File: config.mk
export PLATFORM = sky130hd
export DESIGN_NAME = t2ns_div_step
export DESIGN_NICKNAME = d
export VERILOG_FILES = /design/src/hdl/t2ns_pkg.sv /design/src/hdl/t2ns_div_step.sv
export SDC_FILE = /design/constraint.sdc
export NUM_CORES = 1
export LEC_CHECK = 0
export BUFFER_PORTS_ARGS = -buffer_cell sky130_fd_sc_hd__clkbuf_2
export CAP_MARGIN = 20
export CORE_MARGIN = 4
export CORE_UTILIZATION = 48
export CTS_BUF_LIST = sky130_fd_sc_hd__clkbuf_16
export CTS_CLUSTER_DIAMETER = 100
export DETAILED_ROUTE_END_ITERATION = 16
export PLACE_DENSITY = 0.83
export SLEW_MARGIN = 5
export SYNTH_ARGS = -nofsm -noshare
export SYNTH_HDL_FRONTEND = slang
export SYNTH_SLANG_ARGS = --single-unit
File: constraint.sdc
create_clock -name clk -period 5.2 [get_ports clk]
set_input_delay 0 -clock clk [delete_from_list [all_inputs] [get_ports clk]]
set_output_delay 0 -clock clk [all_outputs]
set_load 0.05 [all_outputs]
File: src/hdl/t2ns_pkg.sv
`timescale 1ns / 1ps
// ----------------------------------------------------------------------------
// t2ns_pkg
// Shared types and constants for the tick to nanosecond converter: the word
// widths, the scale factor and the state carried between divider stages.
// ----------------------------------------------------------------------------
package t2ns_pkg;

  // Word widths.
  localparam int unsigned TICK_W  = 64;
  localparam int unsigned RATE_W  = 32;
  localparam int unsigned SCALE_W = 30;
  localparam int unsigned PROD_W  = TICK_W + SCALE_W;

  // Nanoseconds in one second; fits in 30 bits.
  localparam logic [SCALE_W-1:0] NS_PER_SEC = 30'd1000000000;

  // One quotient bit is produced per divider stage.
  localparam int unsigned DIV_STAGES = TICK_W;

  // Delay from the accepting edge to the edge that takes the result, through
  // the multiply, add, range check, divider stages and output register.
  localparam int unsigned LATENCY = DIV_STAGES + 4;

  // Register map.
  localparam logic [1:0] ADDR_TICK_RATE = 2'd0;

  // State handed from one divider stage to the next. The word holds the
  // dividend bits not yet consumed in its upper part and the quotient bits
  // produced so far in its lower part.
  typedef struct packed {
    logic              valid;
    logic              sat;
    logic [RATE_W-1:0] rem;
    logic [TICK_W-1:0] word;
  } div_state_t;

endpackage

File: src/hdl/t2ns_div_step.sv
`timescale 1ns / 1ps
// ----------------------------------------------------------------------------
// t2ns_div_step
// One registered stage of the restoring divider: brings in the next dividend
// bit, subtracts the rate where it fits and shifts in one quotient bit.
// ----------------------------------------------------------------------------
module t2ns_div_step
  import t2ns_pkg::*;
(
  input  logic              clk,
  input  logic              rst,
  input  logic [RATE_W-1:0] rate,
  input  div_state_t        din,
  output div_state_t        dout
);

  logic [RATE_W:0]   trial;
  logic [RATE_W-1:0] diff;
  logic              fits;
  logic [RATE_W-1:0] rem_next;

  // Partial remainder with the next dividend bit appended, and the trial subtract.
  // The partial remainder stays below the rate, so the difference fits in
  // the rate's width whenever the subtract is taken.
  always_comb begin
    trial    = {din.rem, din.word[TICK_W-1]};
    diff     = trial[RATE_W-1:0] - rate;
    fits     = (trial >= {1'b0, rate});
    rem_next = fits ? diff : trial[RATE_W-1:0];
  end

  // Valid bit is cleared by reset; the payload follows it without reset.
  always_ff @(posedge clk) begin
    if (rst) begin
      dout.valid <= 1'b0;
    end else begin
      dout.valid <= din.valid;
    end
    dout.sat  <= din.sat;
    dout.rem  <= rem_next;
    dout.word <= {din.word[TICK_W-2:0], fits};
  end

endmodule

# Word level (Yosys, flattened, before mapping)
# Index checks and enable logic that the tools add are counted.
[totals]
ff_bits = 98
in_bits = 132
elab_cells = 7
[op_classes]
add_sub_neg = 1
order_cmp = 1
mux = 1
[ops]
columns = ["op", "count"]
rows = [
  ["greater-or-equal comparator 33 x 32 -> 1 bit", 1],
  ["2-to-1 mux 32 bit", 1],
  ["subtractor 32 bit", 1],
]

# Longest topological paths before layout
[depth]
depth_word = 2
depth_mapped = 13
mapped_depth_nobuf = 12

# Least setup slack after synthesis
# No wires, ideal clock.
[synth_timing]
path_type = "input port to flip-flop"
from = "input port rate[7]"
to = "register dout[77] (netlist name)"
arrival_time_ns = 2.513
required_ns = 5.077
path_slack_ns = 2.563
stages = 12
cell_sequence = "inv_1 ha_1 buf_2 nand4_1 or4_1 a21oi_1 nor3_1 a211oi_2 o21ai_2 o31ai_4 buf_4 mux2_1"
[synth_between]
elab_chain_len = 2
elab_cells_between_ends = 3
classes_between = "add/sub: 1; order compare: 1; mux: 1"
[synth_rtl]
columns = ["element", "line_no", "source"]
rows = [
  ["start, declared", "t2ns_div_step.sv:12", "input logic [RATE_W-1:0] rate,"],
  ["subtractor 32 bit or greater-or-equal comparator 33 x 32 -> 1 bit (tied branches)", "t2ns_div_step.sv:27, t2ns_div_step.sv:28", ""],
  ["2-to-1 mux 32 bit *", "t2ns_div_step.sv:29", "rem_next = fits ? diff : trial[RATE_W-1:0];"],
  ["net rem_next[13]", "t2ns_div_step.sv:20", "logic [RATE_W-1:0] rem_next;"],
  ["end, declared", "t2ns_div_step.sv:14", "output div_state_t dout"],
]
# The timed path passes the listed nets; every way through them passes the cells marked *.
# A chain may end at the register's enable or synchronous reset.

# Worst setup path in the final report
[layout_timing]
from = "input port din[79] (netlist name)"
to = "register dout[64] (netlist name)"
[layout_between]
elab_chain_len = 2
[layout_rtl]
columns = ["element", "line_no", "source"]
rows = [
  ["start, declared", "t2ns_div_step.sv:13", "input div_state_t din,"],
  ["greater-or-equal comparator 33 x 32 -> 1 bit", "t2ns_div_step.sv:28", "fits = (trial >= {1'b0, rate});"],
  ["2-to-1 mux 32 bit", "t2ns_div_step.sv:29", ""],
  ["net rem_next[0]", "t2ns_div_step.sv:20", ""],
]
# The timed path passes the listed nets, and every way through them passes these cells.

==> flow_summary.rst <==
.. list-table::
   :header-rows: 1

   * - Metric
     - Value
   * - Leftover overflow at the end of global routing
     - 0
   * - Area of the die
     - 10,260 um2
   * - Register name with the most flops
     - dout
   * - Sum of routed wire length over all layers
     - 16,160 um
   * - Count of nets left with antenna violations after detail routing
     - 0
   * - Power density cells
     - 345.5 nW/um2
   * - GRT Total Usage
     - 0.3064
   * - Wire per inst
     - 18.40 um
   * - Number of warnings printed during yosys synthesis
     - 0
   * - Hold Buf Count CTS
     - 100
   * - Largest registers
     - dout (98)
   * - Number of antenna violations at the first check in global routing
     - 0
   * - Number of setup buffers added after CTS
     - 0
   * - Hold Path Class
     - in -> reg
   * - Fraction of power consumed by sequential logic
     - 0.374
   * - Syn Nets
     - 609
   * - Maximum fanout count along the critical path
     - 21
   * - Run status
     - complete, no violations
   * - Final instance area
     - 6664 um2
   * - Total number of H-tree levels
     - 3
   * - Pins over their slew limit
     - 0
   * - Max-cap viol count
     - 0
   * - Worst slew margin relative to its limit
     - 0.5837
   * - Number of top-level pins
     - 230
   * - Starting density of the core
     - 0.5009
   * - Setup crit end kind
     - flip-flop
   * - Clock slew at the register clock pins of the worst setup and hold paths
     - 0.08 ns
   * - CTS tree
     - yes
   * - Synth unique cells
     - 48
   * - Final period util
     - 0.7444
   * - Unrepaired setup endpoints after global routing
     - false
   * - Number of nets in the final layout
     - 933
   * - Antenna fix cells
     - 0
   * - Count of TritonRoute iterations in the first routing pass
     - 5
   * - Seq cells post-synth
     - 98
   * - Internal Pwr Total
     - 1.429 mW
   * - Total Neg Setup Slack
     - 0 ns
   * - CTS root buffer
     - clkbuf_16
   * - Post-layout minimum cycle time
     - 3.871 ns
   * - Startpoint types
     - input pin
   * - Number of remaining DRC errors
     - 0
   * - Async S/R FF share, synth
     - 0
   * - Synthesis-to-finish area growth
     - 59.51%
   * - FMAX
     - 258.4 MHz
   * - Post-synthesis sequential area ratio
     - 0.4696
   * - Final core occ
     - 0.7990
   * - DP Wirelength
     - 10,130 um
   * - Clock sink count
     - 98
   * - Sw Share
     - 0.3794
   * - Number of enable flip-flop cells after synthesis
     - 0
   * - Number of I/O port buffers
     - 229
   * - Flip-flop cell with the highest count after synthesis
     - dfxtp_1
   * - Setup Crit Path Kind
     - in -> reg
   * - Routed via count divided by cell count
     - 5.181
   * - Critical path data required time
     - 5.47 ns
   * - Overall power consumption
     - 2.302 mW
   * - VDD IR-drop max
     - 192.0 uV
   * - Clock group share of total power
     - 0.279
   * - Via count
     - 4,549
   * - Post-cts repair resize count
     - 0
   * - Leak
     - 3.383 nW
   * - Final setup violation count
     - 0
   * - Combinational power share
     - 0.348
   * - Final Hold Vio Count
     - 0
   * - Mean area per synthesized cell
     - 9.409 um2
   * - Die X-Extent
     - 101.3 um
   * - Maximum buffer depth of the clock tree
     - 2
   * - Pin count of the biggest net entering global routing
     - 22
   * - Slew at the pin with the worst max-slew slack
     - 0.6244 ns
   * - Wire length of the first global-routing pass
     - 24,360 um
   * - Post-synthesis instance total
     - 444
   * - Dpl cell area
     - 5380 um2
   * - CP Data Arrival Time
     - 4.14 ns
   * - Core ar.
     - 8341 um2
   * - Largest register FFs
     - 98
   * - Row cnt
     - 33
   * - Iteration-0 DRC Markers
     - 220
   * - Post-Synthesis Cell Area
     - 4178 um2
   * - Height of the die
     - 101.3 um
   * - Number of CTS-inserted buffers
     - 9
   * - Via count of the first global-routing pass
     - 4,624
   * - Fraction of layout instances using a drive strength above 1
     - 0.3312
   * - Global placer's final weighted congestion
     - 0.8861
   * - Net load switching power
     - 0.8734 mW
cell type report:
cell class / count / area [um2]
tap: 105 / 131.4
timing repair buffer: 331 / 2162
clock buffer: 9 / 225.2
fill: 489 / 1677
multi-input combinational: 290 / 1983
inverter: 38 / 142.6
sequential: 98 / 1962
clock inverter: 7 / 57.56
cells by family after synthesis:
kind of cell    count (synthesis)  share of synthesized area
flops                          98                     0.4696
xor+xnor                       27                    0.05660
mux                            11                    0.02935
compound gates                119                     0.1752
buf+inv                        56                    0.05570
fa+ha+maj                      33                     0.1006
simple gates                  100                     0.1129
critical path, stage by stage:
cell           delay [ns]
dlygate4sd3_1        0.56
clkbuf_2             0.14
ha_1                 0.39
nand4_1              0.20
or4_1                0.50
a21oi_1              0.14
nor3_1               0.08
a211oi_2             0.24
o21ai_2              0.16
o31ai_4              0.58
buf_4                0.37
nor2_1               0.07
a21oi_1              0.13
dlygate4sd3_1        0.56
cells in the mapped netlist (5+ instances only):
cell type / instances / area (um2)
a31oi_1: 5 / 31.28
o21a_1: 6 / 45.04
nand2_1: 26 / 97.59
clkbuf_1: 6 / 22.52
xnor2_1: 15 / 131.4
a21o_1: 12 / 90.09
nand4_1: 8 / 50.05
ha_1: 32 / 400.4
nand3_1: 8 / 40.04
nor2_1: 35 / 131.4
mux2_2: 6 / 67.56
o21ai_0: 16 / 80.08
buf_2: 8 / 40.04
inv_1: 38 / 142.6
xor2_1: 12 / 105.1
a21oi_1: 56 / 280.3
dfxtp_1: 98 / 1962
per-stage QoR:
step / cells / hold WS, ns / worst slack, ns
finish: 878 / 0.07652 / 1.329
floorplan: 444 / 0.02772 / 2.563
detailed placement: 762 / 0.1039 / 1.926
global route: 878 / 0.07174 / 1.080
global placement: 762 / 0.1030 / 1.985
CTS: 878 / 0.03692 / 1.386
metal layers:
layer | vias to the layer above | global-route usage | wire length (um)
met1 | 2050 | 0.3417 | 5980
met4 | 0 | 0.1718 | 901
met2 | 253 | 0.5332 | 8019
met5 | - | 0 | 0
li1 | 2184 | - | -
met3 | 62 | 0.07369 | 1254
cell usage in the layout (no fill, tap or decap), types with 4 or more instances in the layout:
cell type        n
ha_1            32
clkbuf_2       229
nor4_1           4
o21ai_0         16
o21a_1           6
o211ai_1         4
dfxtp_1         98
a21o_1          12
mux2_1           4
xor2_1          12
a21oi_1         56
inv_1           39
xnor2_1         15
mux2_2           6
nor2b_1          4
nand4_1          8
a31oi_1          5
dlygate4sd3_1  100
nand2_1         26
nor2_1          35
clkbuf_16        9
nand3_1          8
inv_6            4
worst paths after layout:
path,start,endpoint,slack [ns],cells past startpoint
min,rate[1],dout[65]$_DFF_P_,0.08,3
max,din[79],dout[64]$_DFF_P_,1.33,14
power groups by stage:
stage | sequential (mW) | clock, mW | combinational [mW]
2_1_floorplan | 1.16 | 0 | 0.239
3_3_place_gp | 0.869 | 0 | 0.708
3_5_place_dp | 0.871 | 0 | 0.716
4_1_cts | 0.855 | 0.643 | 0.784
5_1_grt | 0.865 | 0.681 | 0.848
6_report | 0.860 | 0.642 | 0.800
Power figures use the tool's default switching activity.
